===== src/hw/rtl/lgsp_pkg.sv =====
// shared types, action codes and constants for the light gun sensor port
package lgsp_pkg;

  // action codes
  localparam logic [2:0] ACT_AIM      = 3'd0;
  localparam logic [2:0] ACT_TRIG_ON  = 3'd1;
  localparam logic [2:0] ACT_TRIG_OFF = 3'd2;
  localparam logic [2:0] ACT_FRAME    = 3'd3;
  localparam logic [2:0] ACT_PORT_RD  = 3'd4;
  localparam logic [2:0] ACT_STROBE   = 3'd5;
  localparam logic [2:0] ACT_SER_RD   = 3'd6;

  // register indexes
  localparam logic REG_WINDOW_LINES = 1'b0;
  localparam logic REG_PULL_FRAMES  = 1'b1;

  // register reset values
  localparam logic [7:0] WINDOW_LINES_RST = 8'd25;
  localparam logic [2:0] PULL_FRAMES_RST  = 3'd2;

  // palette brightness test constants
  localparam logic [3:0] LUMA_DARK_MIN = 4'he;
  localparam logic [1:0] HUE_BAND_MIN  = 2'd2;

  // one request as held in the input stage
  typedef struct packed {
    logic [2:0] action;
    logic       pressed;
    logic [7:0] aim_x_in;
    logic [7:0] aim_y_in;
    logic [8:0] beam_line;
    logic [8:0] beam_dot;
    logic [5:0] aim_color;
    logic       strobe_bit;
    logic       serial_port;
  } item_t;

  // configuration registers
  typedef struct packed {
    logic [7:0] window_lines;
    logic [2:0] pull_frames;
  } cfg_t;

  // bright palette entry: low nibble below 0xe, upper bits at least 2
  function automatic logic is_bright(input logic [5:0] color);
    is_bright = (color[3:0] < LUMA_DARK_MIN) && (color[5:4] >= HUE_BAND_MIN);
  endfunction

endpackage


===== src/hw/rtl/lgsp_core.sv =====
// gun state registers and per-request evaluation
module lgsp_core (
  input  logic              clk,
  input  logic              rst_n,
  input  logic              fire,
  input  lgsp_pkg::item_t   item,
  input  lgsp_pkg::cfg_t    cfg,
  output logic [7:0]        read_data
);

  logic [7:0] aim_col_r,      aim_col_nxt;
  logic [7:0] aim_row_r,      aim_row_nxt;
  logic [2:0] pull_count_r,   pull_count_nxt;
  logic       pull_active_r,  pull_active_nxt;
  logic       off_screen_r,   off_screen_nxt;
  logic       strobe_level_r, strobe_level_nxt;
  logic [7:0] serial_latch_r, serial_latch_nxt;

  logic [8:0] row9;
  logic [8:0] col9;
  logic [8:0] last_line;
  logic       in_window;
  logic       light;
  logic [7:0] port_byte;

  // sensor window from aim point to window_lines lines further
  assign row9      = {1'b0, aim_row_r};
  assign col9      = {1'b0, aim_col_r};
  assign last_line = row9 + {1'b0, cfg.window_lines};
  assign in_window = (item.beam_line >= row9) && (item.beam_line <= last_line)
                   && !((item.beam_line == row9) && (item.beam_dot < col9))
                   && !((item.beam_line == last_line) && (item.beam_dot > col9));
  assign light     = in_window && !off_screen_r && lgsp_pkg::is_bright(item.aim_color);
  assign port_byte = {3'b000, pull_active_r, !light, 3'b000};

  // next state and result
  always_comb begin
    aim_col_nxt      = aim_col_r;
    aim_row_nxt      = aim_row_r;
    pull_count_nxt   = pull_count_r;
    pull_active_nxt  = pull_active_r;
    off_screen_nxt   = off_screen_r;
    strobe_level_nxt = strobe_level_r;
    serial_latch_nxt = serial_latch_r;
    read_data        = 8'h00;
    case (item.action)
      lgsp_pkg::ACT_AIM: begin
        aim_col_nxt = item.aim_x_in;
        aim_row_nxt = item.aim_y_in;
      end
      lgsp_pkg::ACT_TRIG_ON, lgsp_pkg::ACT_TRIG_OFF: begin
        if (item.pressed && !pull_active_r) begin
          off_screen_nxt  = (item.action == lgsp_pkg::ACT_TRIG_OFF);
          pull_count_nxt  = cfg.pull_frames;
          pull_active_nxt = 1'b1;
        end
      end
      lgsp_pkg::ACT_FRAME: begin
        if (pull_active_r) begin
          if (pull_count_r == 3'd0) pull_active_nxt = 1'b0;
          else                      pull_count_nxt  = pull_count_r - 3'd1;
        end
      end
      lgsp_pkg::ACT_PORT_RD: begin
        read_data = port_byte;
      end
      lgsp_pkg::ACT_STROBE: begin
        if (!strobe_level_r && item.strobe_bit) begin
          strobe_level_nxt = 1'b1;
        end else if (strobe_level_r && !item.strobe_bit) begin
          // falling strobe: trigger in bit 7, light in bit 6, connected in bit 4
          strobe_level_nxt = 1'b0;
          serial_latch_nxt = {pull_active_r, light, 1'b0, 1'b1, 4'h0};
        end
      end
      lgsp_pkg::ACT_SER_RD: begin
        if (!item.serial_port) begin
          read_data        = {7'd0, serial_latch_r[0]};
          serial_latch_nxt = {1'b1, serial_latch_r[7:1]};
        end
      end
      default: begin
      end
    endcase
  end

  // state registers, updated as each request leaves the input stage
  always_ff @(posedge clk) begin
    if (!rst_n) begin
      aim_col_r      <= 8'd0;
      aim_row_r      <= 8'd0;
      pull_count_r   <= 3'd0;
      pull_active_r  <= 1'b0;
      off_screen_r   <= 1'b0;
      strobe_level_r <= 1'b0;
      serial_latch_r <= 8'd0;
    end else if (fire) begin
      aim_col_r      <= aim_col_nxt;
      aim_row_r      <= aim_row_nxt;
      pull_count_r   <= pull_count_nxt;
      pull_active_r  <= pull_active_nxt;
      off_screen_r   <= off_screen_nxt;
      strobe_level_r <= strobe_level_nxt;
      serial_latch_r <= serial_latch_nxt;
    end
  end

`ifndef ASSERT_OFF
  // trigger goes idle only from a zero count
  a_idle_from_zero: assert property (@(posedge clk) disable iff (!rst_n)
    $fell(pull_active_r) |-> $past(pull_count_r) == 3'd0)
    else $error("trigger went idle with nonzero count");

  // state holds while no request is processed
  a_hold_when_idle: assert property (@(posedge clk) disable iff (!rst_n)
    !$past(fire) && $past(rst_n) |-> $stable(serial_latch_r) && $stable(pull_active_r))
    else $error("state changed without a request");

  // a new latch always carries the connected bit
  a_latch_connected: assert property (@(posedge clk) disable iff (!rst_n)
    $fell(strobe_level_r) |-> serial_latch_r[4] && !serial_latch_r[5])
    else $error("latched byte malformed");
`endif

endmodule


===== src/hw/rtl/light_gun_sensor_port.sv =====
// top level of the light gun sensor port: request stages and register port
//
//  channel   direction  handshake            payload
//  in_       request    in_valid / in_stall  action, pressed, aim, beam, colour, strobe, port
//  out_      result     out_valid/out_stall  read_data
//  apb       config     psel/penable/pready  paddr[2:0], pwdata, prdata
//
// one request per cycle unless stalled: input register, then state update, result register
// a result is registered as its request leaves the input register, and the gun state
// updates as that request moves from the input register to the result register
// synchronous active-low reset empties both stages, clears gun state, presets registers
// out_stall holds the result register, and the input register fills behind it
module light_gun_sensor_port (
  input  logic        clk,
  input  logic        rst_n,
  input  logic        in_valid,
  output logic        in_stall,
  input  logic [2:0]  in_action,
  input  logic        in_pressed,
  input  logic [7:0]  in_aim_x_in,
  input  logic [7:0]  in_aim_y_in,
  input  logic [8:0]  in_beam_line,
  input  logic [8:0]  in_beam_dot,
  input  logic [5:0]  in_aim_color,
  input  logic        in_strobe_bit,
  input  logic        in_serial_port,
  output logic        out_valid,
  input  logic        out_stall,
  output logic [7:0]  out_read_data,
  input  logic        psel,
  input  logic        penable,
  input  logic        pwrite,
  input  logic [2:0]  paddr,
  input  logic [31:0] pwdata,
  output logic [31:0] prdata,
  output logic        pready
);

  lgsp_pkg::cfg_t  cfg_r;
  lgsp_pkg::item_t s1_item_r;
  logic            s1_vld_r;
  logic            out_vld_r;
  logic [7:0]      out_data_r;
  logic [7:0]      core_data;
  logic            out_free;
  logic            fire;
  logic            in_take;
  logic            cfg_wr;

  // register port
  assign pready = 1'b1;
  assign cfg_wr = psel && penable && pwrite;

  always_ff @(posedge clk) begin
    if (!rst_n) begin
      cfg_r.window_lines <= lgsp_pkg::WINDOW_LINES_RST;
      cfg_r.pull_frames  <= lgsp_pkg::PULL_FRAMES_RST;
    end else if (cfg_wr) begin
      case (paddr[2])
        lgsp_pkg::REG_WINDOW_LINES: cfg_r.window_lines <= pwdata[7:0];
        lgsp_pkg::REG_PULL_FRAMES:  cfg_r.pull_frames  <= pwdata[2:0];
        default: begin
        end
      endcase
    end
  end

  // register read-back
  always_comb begin
    case (paddr[2])
      lgsp_pkg::REG_WINDOW_LINES: prdata = {24'd0, cfg_r.window_lines};
      lgsp_pkg::REG_PULL_FRAMES:  prdata = {29'd0, cfg_r.pull_frames};
      default:                    prdata = 32'd0;
    endcase
  end

  // stage control
  assign out_free = !out_vld_r || !out_stall;
  assign fire     = s1_vld_r && out_free;
  assign in_stall = s1_vld_r && !out_free;
  assign in_take  = in_valid && !in_stall;

  // input register
  always_ff @(posedge clk) begin
    if (!rst_n) begin
      s1_vld_r <= 1'b0;
    end else if (in_take) begin
      s1_vld_r <= 1'b1;
    end else if (fire) begin
      s1_vld_r <= 1'b0;
    end
  end

  always_ff @(posedge clk) begin
    if (in_take) begin
      s1_item_r.action      <= in_action;
      s1_item_r.pressed     <= in_pressed;
      s1_item_r.aim_x_in    <= in_aim_x_in;
      s1_item_r.aim_y_in    <= in_aim_y_in;
      s1_item_r.beam_line   <= in_beam_line;
      s1_item_r.beam_dot    <= in_beam_dot;
      s1_item_r.aim_color   <= in_aim_color;
      s1_item_r.strobe_bit  <= in_strobe_bit;
      s1_item_r.serial_port <= in_serial_port;
    end
  end

  // gun state and evaluation
  lgsp_core u_core (
    .clk       (clk),
    .rst_n     (rst_n),
    .fire      (fire),
    .item      (s1_item_r),
    .cfg       (cfg_r),
    .read_data (core_data)
  );

  // result register
  always_ff @(posedge clk) begin
    if (!rst_n) begin
      out_vld_r <= 1'b0;
    end else if (out_free) begin
      out_vld_r <= s1_vld_r;
    end
  end

  always_ff @(posedge clk) begin
    if (fire) begin
      out_data_r <= core_data;
    end
  end

  assign out_valid     = out_vld_r;
  assign out_read_data = out_data_r;

`ifndef ASSERT_OFF
  // input side stalls only behind a full input register
  a_stall_needs_item: assert property (@(posedge clk) disable iff (!rst_n)
    in_stall |-> s1_vld_r)
    else $error("input stalled with empty stage");

  // a new result comes only from a held request
  a_result_source: assert property (@(posedge clk) disable iff (!rst_n)
    $rose(out_vld_r) |-> $past(s1_vld_r))
    else $error("result appeared without a request");

  // an unblocked result register drains the input register
  a_drain: assert property (@(posedge clk) disable iff (!rst_n)
    s1_vld_r && !out_vld_r && !in_valid |=> !s1_vld_r && out_vld_r)
    else $error("request stuck in input stage");
`endif

endmodule

===== config.mk =====
export PLATFORM = sky130hd
export DESIGN_NAME = light_gun_sensor_port
export DESIGN_NICKNAME = d
export VERILOG_FILES = /design/src/hw/rtl/lgsp_pkg.sv /design/src/hw/rtl/lgsp_core.sv /design/src/hw/rtl/light_gun_sensor_port.sv
export SDC_FILE = /design/constraint.sdc
export NUM_CORES = 1
export LEC_CHECK = 0
export ABC_AREA = 1
export BUFFER_PORTS_ARGS = -buffer_cell sky130_fd_sc_hd__buf_2
export CAP_MARGIN = 5
export CORE_MARGIN = 2
export CORE_UTILIZATION = 40
export DETAILED_ROUTE_END_ITERATION = 12
export SYNTH_ARGS = -nofsm -noshare
export SYNTH_HDL_FRONTEND = slang
export SYNTH_SLANG_ARGS = --single-unit
export TNS_END_PERCENT = 20

===== constraint.sdc =====
create_clock -name clk -period 2.93 [get_ports clk]
set_input_delay 0 -clock clk [delete_from_list [all_inputs] [get_ports clk]]
set_output_delay 0 -clock clk [all_outputs]
set_load 0.01 [all_outputs]

==> reports/results.txt, run 1 <==
Status: completed
Synth warnings: 0
Number of synthesized flops with an enable pin: 47
Post-synth top area cell: edfxtp_1
Largest net degree at the start of global routing: 45
Period utilization: 0.921
I/O pin cnt: 131
Crit Path Max Fanout: 4
Synth area leaders: edfxtp_1, dfxtp_1, ha_1
Largest buffer count on any clock path: 2
Worst EP required: 3.04 ns
Max-slew violation count: 0
Startpoint Class: flip-flop
Max-slew headroom: 0.615
Worst slew pin tran: 0.578 ns
Worst hold margin: 0.0642 ns
Iter 0 DRT Violations: 129
Storage element area: 0.00227 mm2
Htree depth: 3
Nets: 735
Chip width: 110 um
Filler cells: 1000
DP HPWL: 6.47 mm
CTS Buf Count: 9
Vias/cell: 4.64
Layout Cells excl Fill: 754
Fraction of registers with async set/reset: 0
# rows: 38
Avg Cell Area, Syn: 9.30 um2
Reg2reg start: cfg_r[3]
Global-route wire length before repair: 14.9 mm
Clock sinks: 90
Initial Util: 0.411
Leakage: 2.49 nW
Vert. Die Dim: 110 um
Crit path from: cfg_r[3]
Drt first pass iters: 6
Routed WL: 9.17 mm
Worst-skew pair later-pin latency: 0.36 ns
Total track usage: 0.163
Final Hold Viols: 0
Critical path class: flip-flop to flip-flop
Antenna Nets Post-Route: 0
Initial antenna violation count: 0
Worst Hold Class: primary input to flip-flop
Final Skew: 0.00943 ns
Minimum clock period: 2.70 ns
Area occupied by multi-input gates: 0.00180 mm2
Post-synthesis cell area: 0.00445 mm2
Reg clk slew, reported paths: 0.08 ns
Worst Path Arrival: 2.81 ns
Register area share after synthesis: 0.510
CTS tree: yes
Overflow after GRT: 0
Cell area after layout: 0.00562 mm2
Worst vdd ir: 0.301 mV
Power per cell area: 463 mW/mm2
GP Congestion: 0.921
Core area: 0.0108 mm2
Highest clock rate: 371 MHz
Syn-to-layout area delta: 26.2%
Share of cells above drive strength 1: 0.174
Placed Cells: 684
Setup_tns: 0 ns
DRC violations left: 0
Die area: 0.0120 mm2
Post-DP Area: 0.00486 mm2
Port Buffers: 72
Final setup vio count: 0
Most frequent cells after synthesis: inv_1, nand2_1, a21oi_1, edfxtp_1, nor2_1
Crit end category: flip-flop
HP Start: penable
Most common cell in the netlist: inv_1
Vias in the first global route: 3298
Root Driver: clkbuf_8
Via count: 3501
Max capacitance violation total: 0
Top_reg_cell synth: edfxtp_1
Routed len/inst: 12.2 um
Synth cell types: 36
Synthesized flop and latch total: 90
Post-synth top area share: 0.317
Post-Synthesis Cells: 479
N_diodes: 0
layout by cell type, fill, tap and decap left out, types with 30 or more instances in the layout:
master         count
inv_1             65
o21ai_0           36
nor2_1            45
ha_1              36
dfxtp_1           41
conb_1            30
nand2_1           54
edfxtp_1          47
a21oi_1           52
dlygate4sd3_1     54
buf_2             72
registers in the layout, summed over array words and instances (netlist names), 3 cells and up:
name,cells
s1_item_r,44
u_core.serial_latch_r,8
u_core.pull_count_r,3
out_read_data,3
u_core.aim_row_r,8
cfg_r,11
u_core.aim_col_r,8
worst max-delay path: stages, from the launching register on:
cell and delay [ns]:
dfxtp_2 0.34, ha_2 0.19, fa_2 0.35, nand3_1 0.11, nand2_2 0.08, a21oi_2 0.15
o21bai_2 0.08, a21o_1 0.17, a21oi_2 0.12, ha_1 0.27, a21oi_1 0.16, nand3_1 0.10
nor2_1 0.10, nor2_1 0.06, nor2_2 0.11, a21oi_1 0.07
stage by stage:
step | power [mW] | util | setup WS (ns)
final | 2.60 | 0.519 | 0.232
after global routing | 2.74 | 0.519 | -0.000687
after CTS | 2.63 | 0.516 | 0.0492
after detailed placement | 1.71 | 0.448 | 0.0498
after global placement | 1.70 | 0.448 | 0.142
after floorplan | 1.64 | - | 0.334
cell families (layout without fill, tap and decap cells):
logic type	Yosys count	after routing	share of synthesized area
xor gates and xnor gates	7	7	0.0138
other	2	30	0.00169
adders and majority gates	38	38	0.108
buffers and inverters	104	211	0.113
and+or+nand+nor	136	136	0.131
DFF	90	90	0.510
AOI/OAI and AO/OA	102	102	0.121
final cells by class:
class	instances	share of cell area
Timing Repair Buffer	128	0.163
Clock buffer	10	0.0245
Sequential cell	90	0.405
Inverter	67	0.0447
Multi-Input combinational cell	313	0.321
Clock inverter	6	0.0114
Tap cell	140	0.0312
metal layers:
layer,track usage,vias up,routed length [um]
met1,0.201,1596,4280
met4,0.0678,0,197
met3,0.0332,15,395
li1,-,1798,-
met5,0,-,0
met2,0.276,92,4300
repair_timing:
item                       CTS  global route
hold endpoints to repair    57             0
buffers inserted             0             0
hold buffers                54             0
setup endpoints to repair    0             2
gates resized for setup      0             9
where the power goes:
group	switching [mW]	total (mW)	internal, mW
combinational	0.178	0.327	0.149
sequential	0.0256	1.41	1.38
clock	0.447	0.867	0.420
total	0.650	2.60	1.95
worst paths after layout:
path,endpoint,slack [ns],depth (start not counted)
max,out_read_data[3],0.23,15
min,cfg_r[1],0.06,4
max reg2reg,out_read_data[3],0.23,15
min reg2reg,u_core.aim_col_r[1],0.46,2
(Power assumes the default switching activity.)
==> run 2: changes to the inputs <==
--- a/config.mk
+++ b/config.mk
@@ -8,9 +8,12 @@
 export ABC_AREA = 1
 export BUFFER_PORTS_ARGS = -buffer_cell sky130_fd_sc_hd__buf_2
 export CAP_MARGIN = 5
+export CELL_PAD_IN_SITES_DETAIL_PLACEMENT = 1
+export CELL_PAD_IN_SITES_GLOBAL_PLACEMENT = 1
 export CORE_MARGIN = 2
-export CORE_UTILIZATION = 40
+export CORE_UTILIZATION = 39
 export DETAILED_ROUTE_END_ITERATION = 12
+export PLACE_DENSITY_LB_ADDON = 0.1
 export SYNTH_ARGS = -nofsm -noshare
 export SYNTH_HDL_FRONTEND = slang
 export SYNTH_SLANG_ARGS = --single-unit
==> reports/results.txt, run 2 (same netlist as run 1, synthesis figures left out) <==
Status: completed
Overflow after GRT: 0 (unchanged)
Nets: 736 (+0.14%)
Commonest non-fill, non-tap cell in the layout: buf_2
Iter 0 DRT Violations: 134 (+3.9%)
Period utilization: 0.950 (+0.0290)
Worst vdd ir: 0.351 mV (+16%)
Worst Path Arrival: 2.88 ns (+0.07 ns)
Worst slew pin tran: 0.613 ns (+0.0345 ns)
Final setup vio count: 0 (unchanged)
Number of flip-flops in the largest register: 44 (unchanged)
Htree depth: 3 (unchanged)
Vias in the first global route: 3841 (+16%)
Port Buffers: 72 (unchanged)
Chip width: 111 um (+1.2%)
Max capacitance violation total: 0 (unchanged)
Layout Cells excl Fill: 758 (+0.53%)
Core area: 0.0113 mm2 (+4.0%)
Global-route wire length before repair: 18.1 mm (+22%)
Critical path class: flip-flop to flip-flop
DP HPWL: 7.48 mm (+16%)
Hold Path Depth: 4 (unchanged)
Crit Path Max Fanout: 4 (unchanged)
Total track usage: 0.186 (+0.0237)
Max-slew headroom: 0.592 (-0.0230)
Final Power: 2.88 mW (+11%)
Reg with most FFs: s1_item_r
Placed Cells: 688 (+0.58%)
N_diodes: 0 (unchanged)
Worst EP required: 3.02 ns (-0.02 ns)
Largest buffer count on any clock path: 2 (unchanged)
Drt first pass iters: 4 (-2)
Unrepaired setup endpoints after global routing: yes
Biggest regs: s1_item_r (44), cfg_r (11)
Routed len/inst: 14.3 um (+18%)
Worst-skew pair later-pin latency: 0.35 ns (about the same)
CTS tree: yes
Reg clk slew, reported paths: 0.07 ns (about the same)
Worst Hold Class: primary input to flip-flop
Minimum clock period: 2.78 ns (+0.0850 ns)
Vert. Die Dim: 111 um (+1.2%)
Startpoint Class: flip-flop
Clock sinks: 90 (unchanged)
Initial antenna violation count: 0 (unchanged)
Highest clock rate: 359 MHz (-3.1%)
Final Skew: 0.00625 ns (-0.00317 ns)
I/O pin cnt: 131 (unchanged)
Final Util: 0.509 (-0.00998)
Post-DP Area: 0.00487 mm2 (+0.23%)
Syn-to-layout area delta: 28.7%
Leakage: 2.52 nW (+1.3%)
Share of cells above drive strength 1: 0.174 (-0.000283)
Root Driver: clkbuf_16
DRC violations left: 0 (unchanged)
Die area: 0.0123 mm2 (+2.5%)
Worst r2r path cells: 17 (+2)
Power per cell area: 502 mW/mm2 (+8.5%)
CTS Buf Count: 9 (unchanged)
# rows: 39 (+2.6%)
Setup_tns: 0 ns (unchanged)
Largest net degree at the start of global routing: 45 (unchanged)
GP Congestion: 0.814 (-12%)
Vias/cell: 4.74 (+2.0%)
Most frequent cells in the layout: buf_2, inv_1, nand2_1, dlygate4sd3_1, a21oi_1
Initial Util: 0.395 (-0.0157)
Routed WL: 10.9 mm (+19%)
Final Hold Viols: 0 (unchanged)
Antenna Nets Post-Route: 0 (unchanged)
Crit end category: flip-flop
Via count: 3590 (+2.5%)
Filler cells: 1326 (+33%)
Max-slew violation count: 0 (unchanged)
Cell area after layout: 0.00573 mm2 (+2.0%)
==> run 2: final cells by class <==
type                            instances  area (um2)  share of cell area
Clock buffer                            9         225              0.0393
Clock inverter                          7        60.1              0.0105
Inverter                               67         251              0.0439
Multi-Input combinational cell        313        1820               0.318
Sequential cell                        90        2270               0.397
Tap cell                              143         179              0.0312
Timing Repair Buffer                  129         923               0.161
==> run 2: final timing paths <==
kind / start / to / slack (ns)
max: cfg_r[3] / out_read_data[3] / 0.15
min: penable / cfg_r[1] / 0.05
max reg2reg: cfg_r[3] / out_read_data[3] / 0.15
min reg2reg: u_core.aim_col_r[4] / u_core.aim_col_r[4] / 0.46
==> run 2: layer usage <==
layer | global-route usage | share of wire | up-vias
li1 | - | - | 1800
met1 | 0.216 | 0.43 | 1705
met2 | 0.342 | 0.52 | 74
met3 | 0.0350 | 0.035 | 11
met4 | 0.0683 | 0.017 | 0
met5 | 0 | 0 | -
==> run 2: what timing repair did <==
item / in CTS / in global routing
buffers inserted: 0 / 0
hold buffers: 54 / 0
gates resized for setup: 1 / 9
pin swaps: 1 / 3
setup endpoints to repair: 2 / 2
cloned: 0 / 0
hold endpoints to repair: 57 / 0
==> run 2: worst max-delay path: stages, from the launching register on <==
cell,delay [ns]
dfxtp_1,0.33
ha_2,0.19
fa_2,0.36
nand3_2,0.10
nand2_2,0.08
a21oi_2,0.16
o21bai_2,0.11
a21o_1,0.18
a21oi_1,0.13
ha_1,0.28
nand2_1,0.08
nor2_1,0.06
nand3_1,0.07
nand3_1,0.07
nor2_1,0.10
nor2_1,0.06
nor2_2,0.10
a21oi_1,0.07
==> run 2: power breakdown <==
| part | internal, mW | total [mW] | leakage, nW | switching, mW |
|---|---|---|---|---|
| Clock | 0.650 | 1.13 | 0.140 | 0.478 |
| Sequential | 1.39 | 1.41 | 0.808 | 0.0269 |
| Combinational | 0.152 | 0.338 | 1.57 | 0.187 |
==> run 2: stage by stage <==
stage | hold slack (ns) | setup slack, ns
after global placement | 0.176 | 0.0883
after global routing | 0.0940 | -0.0410
after CTS | 0.0486 | 0.0319
after floorplan | 0.0475 | 0.334
final | 0.0536 | 0.147
after detailed placement | 0.178 | -0.0296
